File: config.mk
export PLATFORM = sky130hd
export DESIGN_NAME = fde_scan_ctrl_flat
export DESIGN_NICKNAME = d
export VERILOG_FILES = /design/src/hw/rtl/fde_pkg.sv /design/src/hw/rtl/fde_if.sv /design/src/hw/rtl/fde_scan_ctrl.sv /design/src/flat_wrapper.sv
export SDC_FILE = /design/constraint.sdc
export NUM_CORES = 1
export LEC_CHECK = 0
export ABC_AREA = 1
export BUFFER_PORTS_ARGS = -buffer_cell sky130_fd_sc_hd__buf_2
export CAP_MARGIN = 25
export CORE_MARGIN = 1.5
export CORE_UTILIZATION = 27
export DETAILED_ROUTE_END_ITERATION = 16
export GPL_ROUTABILITY_DRIVEN = 0
export PLACE_DENSITY_LB_ADDON = 0.25
export SETUP_SLACK_MARGIN = 0.1
export SKIP_LAST_GASP = 1
export SLEW_MARGIN = 20
export SYNTH_ARGS = -nofsm -noshare
export SYNTH_HDL_FRONTEND = slang
export SYNTH_SLANG_ARGS = --single-unit
File: constraint.sdc
create_clock -name clk -period 3.1 [get_ports clk]
set_input_delay 0.155 -clock clk [delete_from_list [all_inputs] [get_ports clk]]
set_output_delay 0.155 -clock clk [all_outputs]
set_load 0.05 [all_outputs]
File: src/hw/rtl/fde_pkg.sv
// ----------------------------------------------------------------------------
// fde_pkg
// Shared types, sizes, register indexes and arithmetic helpers of the
// forward-difference edge core.
// ----------------------------------------------------------------------------
package fde_pkg;

  // Frame and pixel geometry
  localparam int MAX_WIDTH      = 1024;
  localparam int MAX_HEIGHT     = 1024;
  localparam int PIXEL_BITS     = 16;
  localparam int COL_BITS       = $clog2(MAX_WIDTH);
  localparam int ROW_BITS       = $clog2(MAX_HEIGHT);
  localparam int SIZE_BITS      = 11;
  localparam int EDGE_BITS      = 8;
  localparam int CFG_INDEX_BITS = 2;
  localparam int DIFF_BITS      = PIXEL_BITS + 1;

  typedef logic signed [PIXEL_BITS-1:0] pixel_t;
  typedef logic [COL_BITS-1:0]          col_t;
  typedef logic [ROW_BITS-1:0]          row_t;
  typedef logic [SIZE_BITS-1:0]         size_t;
  typedef logic [EDGE_BITS-1:0]         edge_val_t;
  typedef logic [CFG_INDEX_BITS-1:0]    cfg_index_t;

  // Configuration register indexes
  localparam cfg_index_t REG_EDGE_DIRECTION = cfg_index_t'(0);
  localparam cfg_index_t REG_IMAGE_WIDTH    = cfg_index_t'(1);
  localparam cfg_index_t REG_IMAGE_HEIGHT   = cfg_index_t'(2);

  localparam size_t     MAX_WIDTH_SZ  = size_t'(MAX_WIDTH);
  localparam size_t     MAX_HEIGHT_SZ = size_t'(MAX_HEIGHT);
  localparam edge_val_t EDGE_CLAMP    = edge_val_t'(255);
  localparam edge_val_t BORDER_VALUE  = edge_val_t'(10);

  // One accepted pixel with everything the result stage needs
  typedef struct packed {
    pixel_t pix;
    pixel_t prev;
    logic   vert;
    logic   have_a;   // neighbour difference for an earlier pixel
    logic   have_b;   // border result for this pixel
    col_t   a_col;
    row_t   a_row;
    col_t   col;
    row_t   row;
  } item_t;

  // Zero acts as one, oversize acts as the maximum
  function automatic size_t clamp_size(input size_t v, input size_t maxv);
    size_t r;
    if (v == '0) begin
      r = size_t'(1);
    end else if (v > maxv) begin
      r = maxv;
    end else begin
      r = v;
    end
    return r;
  endfunction

  // min(|a - b|, 255), exact over the full pixel range
  function automatic edge_val_t edge_of(input pixel_t a, input pixel_t b);
    logic signed [DIFF_BITS-1:0] d;
    logic        [DIFF_BITS-1:0] mag;
    edge_val_t                   r;
    d   = DIFF_BITS'(a) - DIFF_BITS'(b);
    mag = (d < 0) ? DIFF_BITS'(-d) : DIFF_BITS'(d);
    if (mag > DIFF_BITS'(EDGE_CLAMP)) begin
      r = EDGE_CLAMP;
    end else begin
      r = mag[EDGE_BITS-1:0];
    end
    return r;
  endfunction

endpackage

File: src/hw/rtl/fde_if.sv


interface fde_cfg_if import fde_pkg::*; ();
  logic       valid;
  logic       ready;
  cfg_index_t index;
  size_t      data;

  modport source (output valid, output index, output data, input ready);
  modport sink   (input valid, input index, input data, output ready);
endinterface

File: src/hw/rtl/fde_scan_ctrl.sv
// ----------------------------------------------------------------------------
// fde_scan_ctrl
// Configuration registers, raster column/row counters and the previous
// pixel. Builds the item descriptor for each incoming pixel.
// ----------------------------------------------------------------------------
module fde_scan_ctrl
  import fde_pkg::*;
(
  input  logic          clk,
  input  logic          rst,
  fde_cfg_if.sink       cfg,
  input  logic          accept,
  input  pixel_t        pixel,
  output item_t         item,
  output col_t          column
);

  logic   vert;
  size_t  width;
  size_t  height;
  col_t   col;
  row_t   row;
  pixel_t prev;
  logic   last_col;
  logic   last_row;

  assign cfg.ready = 1'b1;

  // Configuration writes, sizes stored already clamped
  always_ff @(posedge clk) begin
    if (rst) begin
      vert   <= 1'b0;
      width  <= MAX_WIDTH_SZ;
      height <= MAX_HEIGHT_SZ;
    end else if (cfg.valid) begin
      unique case (cfg.index)
        REG_EDGE_DIRECTION: vert   <= cfg.data[0];
        REG_IMAGE_WIDTH:    width  <= clamp_size(cfg.data, MAX_WIDTH_SZ);
        REG_IMAGE_HEIGHT:   height <= clamp_size(cfg.data, MAX_HEIGHT_SZ);
        default: ;
      endcase
    end
  end

  assign last_col = (size_t'(col) + size_t'(1)) >= width;
  assign last_row = (size_t'(row) + size_t'(1)) >= height;

  // Raster counters and previous pixel
  always_ff @(posedge clk) begin
    if (rst) begin
      col  <= '0;
      row  <= '0;
      prev <= '0;
    end else if (accept) begin
      prev <= pixel;
      if (last_col) begin
        col <= '0;
        row <= last_row ? '0 : row + row_t'(1);
      end else begin
        col <= col + col_t'(1);
      end
    end
  end

  // Descriptor: older neighbour result first, then the border result
  always_comb begin
    item.pix    = pixel;
    item.prev   = prev;
    item.vert   = vert;
    item.col    = col;
    item.row    = row;
    if (vert) begin
      item.have_a = (row != '0);
      item.have_b = last_row;
      item.a_col  = col;
      item.a_row  = row - row_t'(1);
    end else begin
      item.have_a = (col != '0);
      item.have_b = last_col;
      item.a_col  = col - col_t'(1);
      item.a_row  = row;
    end
  end

  assign column = col;

endmodule

File: src/flat_wrapper.sv
// flat-port wrapper written by rule: the top's interface ports become plain ports
module fde_scan_ctrl_flat import fde_pkg::*;
  (clk, rst, accept, pixel, item, column, cfg_valid, cfg_index, cfg_data, cfg_ready);
  fde_cfg_if cfg_i ();
  input  logic clk;
  input  logic rst;
  input  logic accept;
  input  pixel_t pixel;
  output item_t item;
  output col_t column;
  input wire logic [$bits(cfg_i.valid)-1:0] cfg_valid;
  input wire logic [$bits(cfg_i.index)-1:0] cfg_index;
  input wire logic [$bits(cfg_i.data)-1:0] cfg_data;
  output wire logic [$bits(cfg_i.ready)-1:0] cfg_ready;
  assign cfg_i.valid = cfg_valid;
  assign cfg_i.index = cfg_index;
  assign cfg_i.data = cfg_data;
  assign cfg_ready = cfg_i.ready;
  fde_scan_ctrl u_core (.clk(clk), .rst(rst), .cfg(cfg_i), .accept(accept), .pixel(pixel), .item(item), .column(column));
endmodule
# Word-level counts from Yosys, hierarchy flattened
# Index checks and enable logic that the tools add are counted.
# op_classes
eq_ne,2
reduce_logical,8
magnitude_cmp,3
n_mux,5
addsub,6
# op_table
cell,count
$add A10 B1 Y11 const B,2
$ge A11 B11 Y1,2
$mux W11,2
$mux W22,1
$add A10 B1 Y10 const B,2
$mux W10,2
$reduce_bool A10 Y1,2
$sub A10 B1 Y10 const B,2
$gt A11 B11 Y1 const B,1
$logic_not A11 Y1,1
$reduce_and A2 Y1,4
$eq A2 B1 Y1 const B,1
$eq A2 B2 Y1 const B,1
$logic_not A2 Y1,1
# totals
in_bits,33
output_inout_bits,86
regBits,59
word_cells,30

# Depth between registers and ports, before layout
# depth
depth_word,3
ltp_mapped,19
mapped_depth_nobuf,19

# Least setup slack after synthesis
# Ideal clock, no wire load.
# synth_timing
path_kind,reg-to-output
start,"reg u_core.col[0], in the netlist u_core.column[0]"
end,out item[40] in the netlist's numbering
required_time_ps,2945
stages_incl_launch_ff,17
n_path_buf,0
path_slack_ps,-490
t_arrival_ps,3435
path_cell_list,dfxtp_1 > ha_1 > nand2_1 > clkinv_1 > nand3_1 > nor2_1 > nand2_1 > xor2_1 > ha_1 > nand2_1 > inv_1 > nand2_1 > nor2_1 > nand2_1 > nand2_1 > nor2_1 > o21ai_0
# synth_rtl
element,line,rtl
start: declaration,fde_scan_ctrl.sv:21,col_t col;
start signal: assignment,fde_scan_ctrl.sv:60,col <= col + col_t'(1);
end: declaration,flat_wrapper.sv:9,output item_t item;

==> summary.md <==
| Metric | Value |
|---|---|
| Status | `completed` |
| Via density | `4.50` |
| Pwr Density | `522 mW/mm²` |
| Total grt overflow | `0` |
| Final WS setup | `between 0.3 and 0.4 ns` |
| Seq/Total Area, Yosys | `0.303` |
| Crit path kind | `flip-flop to output port` |
| Startpoint Class | `flip-flop` |
| Antenna Nets Post-Route | `0` |
| Yosys reg bits | `59` |
| Detailed Place HPWL | `8.15 mm` |
| Non-filler cells, final | `about 850` |
| Largest net degree at the start of global routing | `42` |
| Clock Path Buffers | `2` |
| Tot Pwr | `roughly 0.0026 W` |
| Fill cells | `~1,500` |
| Max_slew headroom | `0.661` |
| Horiz. Die Dim | `123 µm` |
| Minimum clock period | `2.80 ns` |
| Most frequent CP cell | `nand2_1` |
| Area grow syn2layout | `26.4%` |
| CTS Sinks | `59` |
| Worst-path cell chain | `ha_1 -> nand2_1 -> clkinv_1 -> nand3_2 -> nor2_4 -> a211oi_1 -> ha_1 -> nand2_1 -> inv_1 -> nand2_1 -> nand2_1 -> nand2_1 -> nand2_1 -> nor2_4 -> o21ai_2 -> buf_6` |
| CP max FO | `6` |
| CP required | `just under 3 ns` |
| CP Capture Type | `output port` |
| Fraction of layout cells with a size suffix above 1 | `0.286` |
| Total GRT Usage | `0.145` |
| CTS tree | `done` |
| Initial antenna violation count | `0` |
| Setup_tns | `0 ns` |
| Ant diodes | `0` |
| Ys Warns | `0` |
| Vias in the first global route | `3,483` |
| I/O pin cnt | `119` |
| # port buffers | `117` |
| Hold Vio Cnt, Final | `0` |
| Worst vdd ir | `0.204 mV` |
| Avg Cell Area, Syn | `~6.8 µm²` |
| Core Region | `between 0.01 and 0.015 mm²` |
| Clk_lat worst skew | `0.34 ns` |
| DRC | `0` |
| Vias post-DR | `3,833` |
| Cell area after synthesis | `0.00390 mm²` |
| Worst EP arrival | `2.64 ns` |
| H-tree depth | `3` |
| Clock transition at the registers of the reported paths | `0.06 ns` |
| CTS Hold Bufs | `0` |
| Crit share post-route | `0.902` |
| Worst Tran Pin Value | `0.508 ns` |
| Max Cap Violations | `0` |
| Layout Skew | `0.00830 ns` |
| Dpl cells | `830` |
| DR iter-0 viols | `193` |
| Fmax | `357 MHz` |
| Initial DRT Pass Iterations | `5` |
| Slowest library cell on the worst path | `dfxtp_4` |
| RSZ-0062 raised after global routing | `false` |
| Worst slack, placed | `0.277 ns` |
| Final setup fails | `0` |
| Row cnt | `43` |
| Routed WL per cell | `12.4 µm` |
| CTS buffer count | `9` |
| Leakage | `between 2 and 3 nW` |
| Clock Tree Root | `clkbuf_16` |
| Die Ht | `123 µm` |
| Worst hold path type | `input port to flip-flop` |
| First-pass GRT wire length | `17.2 mm` |
| Syn Inst Count | `576` |
| Starting density of the core | `0.279` |
| Fin. max-slew vios | `0` |
| Total Wirelength | `10.6 mm` |
| Syn_nets | `637` |
| Post-synthesis cell type count | `38` |
| Delay of the slowest critical-path stage | `0.36 ns` |
| DIE AREA | `around 0.015 mm²` |
| NumNets Final | `728` |
-- worst max-delay path, delay by kind of cell (launching register included) --
family | cells | cell delay [ns]
buf+inv | 3 | 0.31
fa+ha+maj | 2 | 0.52
flops | 1 | 0.36
simple gates | 9 | 0.74
compound gates | 2 | 0.36
-- layer usage --
layer | up-vias | global-route usage | wire [µm]
met3 | 17 | 0.0258 | 570
met2 | 103 | 0.223 | 4560
met5 | - | 0 | 0
met1 | 1730 | 0.199 | 5230
li1 | 1983 | - | -
met4 | 0 | 0.0596 | 220
-- synth_stat cells, drive strengths merged --
library cell  count  area share
clkinv            1     0.00096
nor3             13       0.026
a211oi            1      0.0019
o211ai            3      0.0058
o31ai             1      0.0019
nor2             77       0.077
clkbuf           12       0.012
nand3b            2      0.0038
xnor2             3      0.0067
nand4             5      0.0096
ha               28       0.090
o21ai            54       0.069
or2               4      0.0064
conb              1     0.00096
a21o              2      0.0038
nand3            24       0.035
a41oi             1      0.0022
dfxtp            59        0.30
xor2             21       0.047
buf              37       0.066
nand2           115        0.11
a31oi             1      0.0016
inv              81       0.078
nor4              2      0.0032
a21oi            28       0.037
-- cell families (layout without fill, tap and decap cells) --
| logic type | Yosys count | after routing | share of synthesized area |
|---|---|---|---|
| adder cells (fa/ha/maj) | 28 | 28 | 0.0898 |
| AND/OR/NAND/NOR | 242 | 242 | 0.273 |
| other | 1 | 1 | 0.000961 |
| XOR/XNOR | 24 | 24 | 0.0539 |
| flip-flops | 59 | 59 | 0.303 |
| buffers and inverters | 131 | 227 | 0.157 |
| AO/OA/AOI/OAI | 91 | 91 | 0.123 |
-- cell type report --
type                       count  area (µm²)  area share
inverter                      82         308      0.0624
clock buffer                   9         225      0.0457
clock inverter                 7        77.6      0.0157
sequential                    59        1200       0.244
timing repair buffer         129         682       0.138
tap                          180         225      0.0457
multi-input combinational    386        2210       0.448
-- worst paths after layout --
check                                              startpoint                             to  slack, ns  cells after the start
worst max-delay path            u_core.column[0]$_SDFFE_PP0P_                       item[40]       0.30                     16
worst max register to register  u_core.column[0]$_SDFFE_PP0P_  u_core.column[0]$_SDFFE_PP0P_       0.49                     16
worst min register to register    u_core.prev[7]$_SDFFE_PP0P_    u_core.prev[7]$_SDFFE_PP0P_       0.49                      2
worst min-delay path                                pixel[10]   u_core.prev[10]$_SDFFE_PP0P_       0.05                      3
-- cells in the final DEF, fill, tap and decap left out, drive strengths merged --
cell / instances
buf: 129
nand2: 115
inv: 82
nor2: 77
dfxtp: 59
o21ai: 54
a21oi: 28
ha: 28
nand3: 24
xor2: 21
nor3: 13
clkbuf: 9
nand4: 5
clkinv: 5
or2: 4
o211ai: 3
xnor2: 3
nand3b: 2
a21o: 2
nor4: 2
o31ai: 1
a211oi: 1
a41oi: 1
a31oi: 1
conb: 1
bufinv: 1
clkinvlp: 1
-- through the flow --
stage,area (µm²),hold slack [ns],util
5_1_grt,4930,0.0563,0.353
3_3_place_gp,4460,0.390,0.319
6_report,4930,0.0505,0.353
2_1_floorplan,3910,0.285,-
4_1_cts,4780,0.0406,0.342
3_5_place_dp,4460,0.396,0.319
-- timing repair --
action                                  CTS  global route
endpoints found under the setup margin    1            12
cloned                                    0             0
setup buffers                             0             6
pin swaps                                 0             6
gates resized for setup                  10            26
-- report_power, final --
part / internal, W / switching [W]
Clock: 0.000627 / 0.000384
Sequential: 0.000800 / 0.0000404
Combinational: 0.000183 / 0.000541
Total: 0.00161 / 0.000966
-- flip-flops by register name, indices dropped and copies added (netlist names) --
| register | cells |
|---|---|
| u_core.column | 10 |
| u_core.height | 11 |
| u_core.prev | 16 |
| u_core.row | 10 |
| u_core.vert | 1 |
| u_core.width | 11 |
No activity file was read; power rests on OpenSTA's default activity.
