--- src/hw/rtl/fde_pkg.sv ---
// ----------------------------------------------------------------------------
// fde_pkg
// Shared types, sizes, register indexes and arithmetic helpers of the
// forward-difference edge core.
// ----------------------------------------------------------------------------
package fde_pkg;

  // Frame and pixel geometry
  localparam int MAX_WIDTH      = 1024;
  localparam int MAX_HEIGHT     = 1024;
  localparam int PIXEL_BITS     = 16;
  localparam int COL_BITS       = $clog2(MAX_WIDTH);
  localparam int ROW_BITS       = $clog2(MAX_HEIGHT);
  localparam int SIZE_BITS      = 11;
  localparam int EDGE_BITS      = 8;
  localparam int CFG_INDEX_BITS = 2;
  localparam int DIFF_BITS      = PIXEL_BITS + 1;

  typedef logic signed [PIXEL_BITS-1:0] pixel_t;
  typedef logic [COL_BITS-1:0]          col_t;
  typedef logic [ROW_BITS-1:0]          row_t;
  typedef logic [SIZE_BITS-1:0]         size_t;
  typedef logic [EDGE_BITS-1:0]         edge_val_t;
  typedef logic [CFG_INDEX_BITS-1:0]    cfg_index_t;

  // Configuration register indexes
  localparam cfg_index_t REG_EDGE_DIRECTION = cfg_index_t'(0);
  localparam cfg_index_t REG_IMAGE_WIDTH    = cfg_index_t'(1);
  localparam cfg_index_t REG_IMAGE_HEIGHT   = cfg_index_t'(2);

  localparam size_t     MAX_WIDTH_SZ  = size_t'(MAX_WIDTH);
  localparam size_t     MAX_HEIGHT_SZ = size_t'(MAX_HEIGHT);
  localparam edge_val_t EDGE_CLAMP    = edge_val_t'(255);
  localparam edge_val_t BORDER_VALUE  = edge_val_t'(10);

  // One accepted pixel with everything the result stage needs
  typedef struct packed {
    pixel_t pix;
    pixel_t prev;
    logic   vert;
    logic   have_a;   // neighbour difference for an earlier pixel
    logic   have_b;   // border result for this pixel
    col_t   a_col;
    row_t   a_row;
    col_t   col;
    row_t   row;
  } item_t;

  // Zero acts as one, oversize acts as the maximum
  function automatic size_t clamp_size(input size_t v, input size_t maxv);
    size_t r;
    if (v == '0) begin
      r = size_t'(1);
    end else if (v > maxv) begin
      r = maxv;
    end else begin
      r = v;
    end
    return r;
  endfunction

  // min(|a - b|, 255), exact over the full pixel range
  function automatic edge_val_t edge_of(input pixel_t a, input pixel_t b);
    logic signed [DIFF_BITS-1:0] d;
    logic        [DIFF_BITS-1:0] mag;
    edge_val_t                   r;
    d   = DIFF_BITS'(a) - DIFF_BITS'(b);
    mag = (d < 0) ? DIFF_BITS'(-d) : DIFF_BITS'(d);
    if (mag > DIFF_BITS'(EDGE_CLAMP)) begin
      r = EDGE_CLAMP;
    end else begin
      r = mag[EDGE_BITS-1:0];
    end
    return r;
  endfunction

endpackage

--- src/hw/rtl/fde_if.sv ---


interface fde_result_if import fde_pkg::*; ();
  logic      valid;
  logic      ready;
  edge_val_t edge_value;
  col_t      out_column;
  row_t      out_row;
  logic      last_of_run;

  modport source (output valid, output edge_value, output out_column,
                  output out_row, output last_of_run, input ready);
  modport sink   (input valid, input edge_value, input out_column,
                  input out_row, input last_of_run, output ready);
endinterface


--- src/hw/rtl/fde_edge_stage.sv ---
// ----------------------------------------------------------------------------
// fde_edge_stage
// Input register, difference/abs/clamp, and the result register that
// issues up to two results per pixel.
// ----------------------------------------------------------------------------
module fde_edge_stage
  import fde_pkg::*;
(
  input  logic          clk,
  input  logic          rst,
  input  logic          accept,
  input  item_t         item,
  input  pixel_t        above,
  output logic          in_ready,
  fde_result_if.source  results
);

  logic      s1_v;
  item_t     s1;
  logic      pend_a;
  logic      pend_b;
  edge_val_t o_edge;
  col_t      o_a_col;
  row_t      o_a_row;
  col_t      o_col;
  row_t      o_row;
  logic      take;
  logic      out_free;
  logic      s1_adv;
  edge_val_t edge_calc;

  assign take     = results.valid & results.ready;
  // Result register can load when empty or handing off its final result
  assign out_free = !(pend_a | pend_b) || (take && !(pend_a && pend_b));
  assign s1_adv   = s1_v && out_free;
  assign in_ready = !s1_v || s1_adv;

  // Input stage register
  always_ff @(posedge clk) begin
    if (rst) begin
      s1_v <= 1'b0;
    end else if (accept) begin
      s1_v <= 1'b1;
    end else if (s1_adv) begin
      s1_v <= 1'b0;
    end
  end

  always_ff @(posedge clk) begin
    if (accept) begin
      s1 <= item;
    end
  end

  // Neighbour difference: pixel below or pixel to the right
  assign edge_calc = s1.vert ? edge_of(s1.pix, above) : edge_of(s1.pix, s1.prev);

  // Result register control
  always_ff @(posedge clk) begin
    if (rst) begin
      pend_a <= 1'b0;
      pend_b <= 1'b0;
    end else if (s1_adv) begin
      pend_a <= s1.have_a;
      pend_b <= s1.have_b;
    end else if (take) begin
      if (pend_a) begin
        pend_a <= 1'b0;
      end else begin
        pend_b <= 1'b0;
      end
    end
  end

  // Result register payload
  always_ff @(posedge clk) begin
    if (s1_adv) begin
      o_edge  <= edge_calc;
      o_a_col <= s1.a_col;
      o_a_row <= s1.a_row;
      o_col   <= s1.col;
      o_row   <= s1.row;
    end
  end

  assign results.valid       = pend_a | pend_b;
  assign results.edge_value  = pend_a ? o_edge  : BORDER_VALUE;
  assign results.out_column  = pend_a ? o_a_col : o_col;
  assign results.out_row     = pend_a ? o_a_row : o_row;
  assign results.last_of_run = pend_a ? !pend_b : 1'b1;

endmodule

--- src/flat_wrapper.sv ---
// flat-port wrapper written by rule: the top's interface ports become plain ports
module fde_edge_stage_flat import fde_pkg::*;
  (clk, rst, accept, item, above, in_ready, results_valid, results_edge_value, results_out_column, results_out_row, results_last_of_run, results_ready);
  fde_result_if results_i ();
  input  logic clk;
  input  logic rst;
  input  logic accept;
  input  item_t item;
  input  pixel_t above;
  output logic in_ready;
  output wire logic [$bits(results_i.valid)-1:0] results_valid;
  output wire logic [$bits(results_i.edge_value)-1:0] results_edge_value;
  output wire logic [$bits(results_i.out_column)-1:0] results_out_column;
  output wire logic [$bits(results_i.out_row)-1:0] results_out_row;
  output wire logic [$bits(results_i.last_of_run)-1:0] results_last_of_run;
  input wire logic [$bits(results_i.ready)-1:0] results_ready;
  assign results_valid = results_i.valid;
  assign results_edge_value = results_i.edge_value;
  assign results_out_column = results_i.out_column;
  assign results_out_row = results_i.out_row;
  assign results_last_of_run = results_i.last_of_run;
  assign results_i.ready = results_ready;
  fde_edge_stage u_core (.clk(clk), .rst(rst), .accept(accept), .item(item), .above(above), .in_ready(in_ready), .results(results_i));
endmodule
--- config.mk ---
export PLATFORM = sky130hd
export DESIGN_NAME = fde_edge_stage_flat
export DESIGN_NICKNAME = d
export VERILOG_FILES = /design/src/hw/rtl/fde_pkg.sv /design/src/hw/rtl/fde_if.sv /design/src/hw/rtl/fde_edge_stage.sv /design/src/flat_wrapper.sv
export SDC_FILE = /design/constraint.sdc
export NUM_CORES = 1
export LEC_CHECK = 0
export ABC_AREA = 1
export BUFFER_PORTS_ARGS = -buffer_cell sky130_fd_sc_hd__buf_4
export CAP_MARGIN = 25
export CORE_MARGIN = 10
export CORE_UTILIZATION = 44
export CTS_BUF_LIST = sky130_fd_sc_hd__clkbuf_8
export DETAILED_ROUTE_END_ITERATION = 10
export PLACE_DENSITY = 0.67
export SETUP_SLACK_MARGIN = 0.3
export SYNTH_ARGS = -nofsm -noshare
export SYNTH_HDL_FRONTEND = slang
export SYNTH_SLANG_ARGS = --single-unit
export TNS_END_PERCENT = 5
--- constraint.sdc ---
create_clock -name clk -period 3.03 [get_ports clk]
set_input_delay 0.1515 -clock clk [delete_from_list [all_inputs] [get_ports clk]]
set_output_delay 0.1515 -clock clk [all_outputs]
set_load 0.02 [all_outputs]
==> Yosys cells after proc, flatten, opt, wreduce, memory -nomap -nowiden <==
Index checks and enable logic that the tools add are counted.
{ "word_totals": {"ff_bits": 126, "latch_bits": 0, "ramBits": 0, "mem_bits_ro": 0, "input_bits": 95, "wordCells": 56, "memories": 0} }
{ "classes": {"addsub": 4, "n_mul": 0, "div_mod_pow": 0, "magnitude_cmp": 4, "n_eq_ne": 1, "shifts": 0, "mux": 16, "n_bitwise": 2, "reduce_logical": 12} }
{ "ops": {"columns": ["op", "count"], "rows": [
  ["greater-than comparator 17 x 8 -> 1 bit (second input constant)", 2],
  ["less-than comparator 17 x 1 -> 1 bit (second input constant)", 2],
  ["two-way mux 17 bit", 2],
  ["negator 17 bit", 2],
  ["subtractor 16 x 16 -> 17 bit", 2],
  ["two-way mux 8 bit", 4],
  ["two-way mux 10 bit", 2],
  ["two-way mux 1 bit", 8],
  ["logical NOT 1 bit", 4],
  ["nonzero test 2 bit", 2],
  ["logical AND 1 bit", 3],
  ["logical OR 1 bit", 2],
  ["!= test 2 bit (second input constant)", 1],
  ["AND reduction 2 bit", 1],
  ["AND 1 bit", 1],
  ["bitwise OR 1 bit", 1]
]} }

==> Longest topological paths before layout <==
{ "logic_depth": {"ltp_word": 7, "depth_mapped": 23} }

==> Worst setup path before layout <==
Ideal clock, no wire load.
{ "synth_timing": {"path_kind": "reg2reg", "startpoint": "reg u_core.pend_a", "endpoint": "reg u_core.o_a_col[0], enable pin", "t_arrival_ps": 2680, "path_slack_ps": -107, "path_stages_with_launch": 4, "period_less_slack_ps": 3137, "path_cell_list": "dfxtp_1 -> o21ai_0 -> nand2_1 -> nor2_1"} }
{ "synth_via": {"elab_chain_cells": 5} }
{ "synth_lines": {"columns": ["element", "line_no", "source"], "rows": [
  ["start, declared", "fde_edge_stage.sv:20", "logic pend_a;"],
  ["start signal, assigned", "fde_edge_stage.sv:64", "pend_a <= s1.have_a;"],
  ["bitwise OR 1 bit or logical AND 1 bit (tied branches)", "fde_edge_stage.sv:34, fde_edge_stage.sv:86", null],
  ["AND 1 bit or logical NOT 1 bit (tied branches)", "fde_edge_stage.sv:32, fde_edge_stage.sv:34", null],
  ["logical AND 1 bit", "fde_edge_stage.sv:34", "assign out_free = !(pend_a | pend_b) || (take && !(pend_a && pend_b));"],
  ["logical OR 1 bit *", "fde_edge_stage.sv:34", null],
  ["logical AND 1 bit *", "fde_edge_stage.sv:35", "assign s1_adv = s1_v && out_free;"],
  ["net u_core.s1_adv", "fde_edge_stage.sv:29", "logic s1_adv;"],
  ["end signal, assigned", "fde_edge_stage.sv:79", "o_a_col <= s1.a_col;"],
  ["end, declared", "fde_edge_stage.sv:23", "col_t o_a_col;"]
]} }
The timed path passes the listed nets; every way through them passes the cells marked *.
A chain may end at the register's enable or synchronous reset.

==> Worst setup path in the final report <==
{ "layout_timing": {"startpoint": "reg u_core.s1[59] (netlist bit)", "endpoint": "reg u_core.o_edge[7] (data pin)"} }
{ "layout_via": {"elab_chain_cells": 6} }
{ "layout_lines": {"columns": ["element", "line_no", "source"], "rows": [
  ["start, declared", "fde_edge_stage.sv:19", "item_t s1;"],
  ["start signal, assigned", "fde_edge_stage.sv:51", "s1 <= item;"],
  ["subtractor 16 x 16 -> 17 bit", "fde_pkg.sv:67", "d = DIFF_BITS'(a) - DIFF_BITS'(b);"],
  ["negator 17 bit or less-than comparator 17 x 1 -> 1 bit (tied branches)", "fde_pkg.sv:68", "mag = (d < 0) ? DIFF_BITS'(-d) : DIFF_BITS'(d);"],
  ["two-way mux 17 bit", "fde_pkg.sv:68", null],
  ["greater-than comparator 17 x 8 -> 1 bit", "fde_pkg.sv:69", "if (mag > DIFF_BITS'(EDGE_CLAMP)) begin"],
  ["two-way mux 8 bit", "fde_pkg.sv:69", null],
  ["two-way mux 8 bit *", "fde_edge_stage.sv:56", "assign edge_calc = s1.vert ? edge_of(s1.pix, above) : edge_of(s1.pix, s1.prev);"],
  ["net u_core.edge_calc[7]", "fde_edge_stage.sv:30", "edge_val_t edge_calc;"],
  ["end signal, assigned", "fde_edge_stage.sv:78", "o_edge <= edge_calc;"],
  ["end, declared", "fde_edge_stage.sv:22", "edge_val_t o_edge;"]
]} }
Marked as above.

==> results.yml <==
setup_path:
  path_cells: "inv_2 -> ha_4 -> fa_2 -> ha_1 -> inv_1 -> a21oi_2 -> nand3_1 -> nor2_1 -> nand2_1 -> nor2_2 -> nand2_2 -> nand2_1 -> nand2_1 -> nand2_1 -> nand2_1 -> inv_1 -> nand2_1 -> nor2_4 -> nand3_2 -> nand2_1 -> inv_1"
  worst_ep_arrival_time_ns: 3.25
  cp.required_ns: 3.22
  start_kind: "register"
  rr_endpoint: "u_core.o_edge[7]"
  reg2regPathDepth: 21
  r2r-start: "u_core.s1[59]"
  rrSetupSlack_ns: -0.03
  cp_slowest_cell: "fa_2"
  path_class: "reg2reg"
  endpoint_kind: "register"
  crit_path_max_incr_delay_ns: 0.53
  path_max_fanout: 8
  cp_common_cell: "nand2_1"
cells_and_area:
  final_core_util_pct: 60.65
  diodes: 0
  multi_input_area_um2: 3552
  final_cells: 1472
  fillers: 1509
  area_growth_pct: 34.84
  drive_gt1_share_pct: 21.33
  regArea_um2: 3754
  finalNetCount: 1365
  design_area_um2: 10530
detailed_routing:
  avgViaCountPerCell: 4.827
  wirelength_um: 20970
  dr.pass1.iters: 7
  antenna_left: 0
  drt_iter0_markers: 449
  num_vias: 7105
  drc: 0
  detail_route.wl_per_cell_um: 14.25
power_and_ir_drop:
  peakVddDrop_mv: 0.3216
  seqPwrFrac_pct: 39.2
  power_density_nw_per_um2: 510.0
  switchingPower_mw: 1.886
  intPower_mw: 3.483
  swShare_pct: 35.13
  clkPwrFrac_pct: 28.3
  p_leak_nw: 5.139
  power_frac_comb_pct: 32.5
worst_hold_path:
  worstHoldStart: "above[0]"
  min_path_type: "in2reg"
  hold-path-cell-count: 7
  min_delay_worst_endpoint: "u_core.o_edge[0]"
timing:
  slew_headroom_pct: 32.29
  period_share_pct: 100.9
  fin_ws_ns: -0.02678
  timing.fmax_mhz: 327.1
  whs_ns: 0.3815
  tightest_slew_ns: 1.016
  finalSetupViolCount: 5
  fin_worst_skew_ns: 0.01411
  slew_violations: 0
  rsz0062_at_grt: "true"
  period_needed_ns: 3.057
  finalHoldViolations: 0
die:
  die_w_um: 153.2
  row_count: 48
  start_util_pct: 44.98
  fp.dieH_um: 153.2
  die_area_um2: 23470
  ioPinCount: 126
  core_region_area_um2: 17360
synthesis:
  synthTopCellsByArea: "edfxtp_1 (47%), nand2_1 (19%), inv_1 (8.1%)"
  synthTopCellsByCount: "nand2_1 (385), inv_1 (168), edfxtp_1 (123), nand3_1 (93), nor2_1 (55)"
  synth.distinct_cells: 33
  synth_cells: 1004
  yosysMostFrequentCell: "nand2_1"
  syn-mean-instance-area_um2: 7.776
  ys.flop_type: "edfxtp_1"
  syn_area_um2: 7807
  synth_warnings: 0
  yosysTopAreaCellShare_pct: 47.31
  synth_nets: 1135
  yosysTopAreaCell: "edfxtp_1"
  yosysSeqAreaShare_pct: 48.08
  async_flop_share_pct: 0
  synth_seq_cells: 126
  synth_edf_count: 123
clock_tree:
  clock_latency_ns: 0.44
  numClockSinks: 126
  clk_pin_slew_ns: 0.08
  tritoncts: "built"
  cts-root-buf: "clkbuf_8"
  cts_htree_levels: 4
  cts_made_buffers: 17
  clockBufferDepth: 2
global_route:
  overflow: 0
  grt_start_max_net_pins: 77
  grt_antenna_before_repair: 0
  grt_usage_pct: 17.45
  grt_pass1_wl_um: 33910
  grt_pass1_vias: 6983
placement:
  dp_cells: 1354
  dp_hpwl_um: 15720
  port-buffer-count: 125
  gp_congestion: 0.8749
  place_area_um2: 9055
  pre_cts_ws_ns: -0.04671
status:
  status: "finished with violations"
  violations: "negative setup slack"
job:
  maxCapViolCount: 0
-- worst max-delay path: cells and delay by family (launching register included) --
kind,cells,cell delay (ns)
and+or+nand+nor,13,1.31
adders and majority gates,3,0.83
DFF,1,0.35
buffers and inverters,4,0.20
AOI/OAI and AO/OA,1,0.12
-- routing by layer --
layer	vias up	share of wire (%)	global-route usage [%]
met5	-	0	0
met3	30	4.9	3.283
met1	3228	45	21.22
met4	0	2.0	5.995
li1	3672	-	-
met2	175	48	30.19
-- worst max path at each step --
stage	from	to	slack [ns]	cells past startpoint
final	u_core.s1[59]	u_core.o_edge[7]	-0.03	21
after floorplan	u_core.s1[59]	u_core.o_edge[0]	0.26	19
after global routing	u_core.s1[63]	u_core.o_edge[2]	-0.31	20
after global placement	u_core.s1[61]	u_core.o_edge[1]	0.02	20
after detailed placement	u_core.s1[61]	u_core.o_edge[1]	-0.05	20
after CTS	u_core.s1[59]	u_core.o_edge[7]	0.03	19
-- state kept, by name, indices dropped and copies added, names as in the netlist --
name and cells:
u_core.s1_v 1, u_core.o_edge 8, u_core.o_a_col 10, u_core.s1 75, u_core.o_row 10, u_core.pend_a 1
u_core.o_a_row 10, u_core.o_col 10, u_core.pend_b 1
-- kinds of logic after synthesis --
kind of cell | share of synthesized area, %
flip-flops | 48.08
XOR/XNOR | 0.1122
AND/OR/NAND/NOR | 32.56
adder cells (fa/ha/maj) | 5.962
buffers and inverters | 9.407
AO/OA/AOI/OAI | 3.878
-- stage by stage --
stage          power, mW  TNS (ns)
2_1_floorplan      3.221         0
3_3_place_gp       3.663         0
3_5_place_dp       3.684   -0.1835
4_1_cts            5.338         0
5_1_grt            5.704    -2.270
6_report           5.369  -0.07152
-- repair_timing --
item                                   in CTS  in global routing
pin swaps                                  15                 12
buffers inserted                            9                  0
setup endpoints to repair                   8                  8
endpoints found under the hold margin      78                  0
hold buffers                               77                  0
gates resized for setup                    22                 30
-- power by group through the flow --
stage / clock (mW) / combinational [mW] / sequential (mW)
finish: 1.52 / 1.75 / 2.10
global route: 1.62 / 1.97 / 2.11
CTS: 1.55 / 1.69 / 2.10
detailed placement: 0 / 1.55 / 2.14
global placement: 0 / 1.53 / 2.13
floorplan: 0 / 1.11 / 2.11
-- final cells by class --
class / count / area share (%)
sequential: 126 / 35.65
multi-input combinational: 688 / 33.74
timing repair buffer: 222 / 17.66
inverter: 179 / 6.382
tap: 225 / 2.674
clock buffer: 17 / 2.222
clock inverter: 15 / 1.664
-- cells in the final DEF (no fill, tap or decap), types with 3 or more instances in the layout --
cell and n:
nand2_1 376, inv_1 166, buf_4 145, edfxtp_1 123, nand3_1 81, dlygate4sd3_1 77
nor2_1 50, a21oi_1 31, nand2_2 26, ha_1 22, nand4_1 19, clkbuf_8 17
nand3_2 15, inv_2 13, o21ai_0 13, ha_4 8, nor2_2 7, nor2_4 7
inv_6 6, and2_1 5, nor3_1 4, ha_2 4, inv_8 3, dfxtp_1 3
No activity file was read; power rests on OpenSTA's default activity.
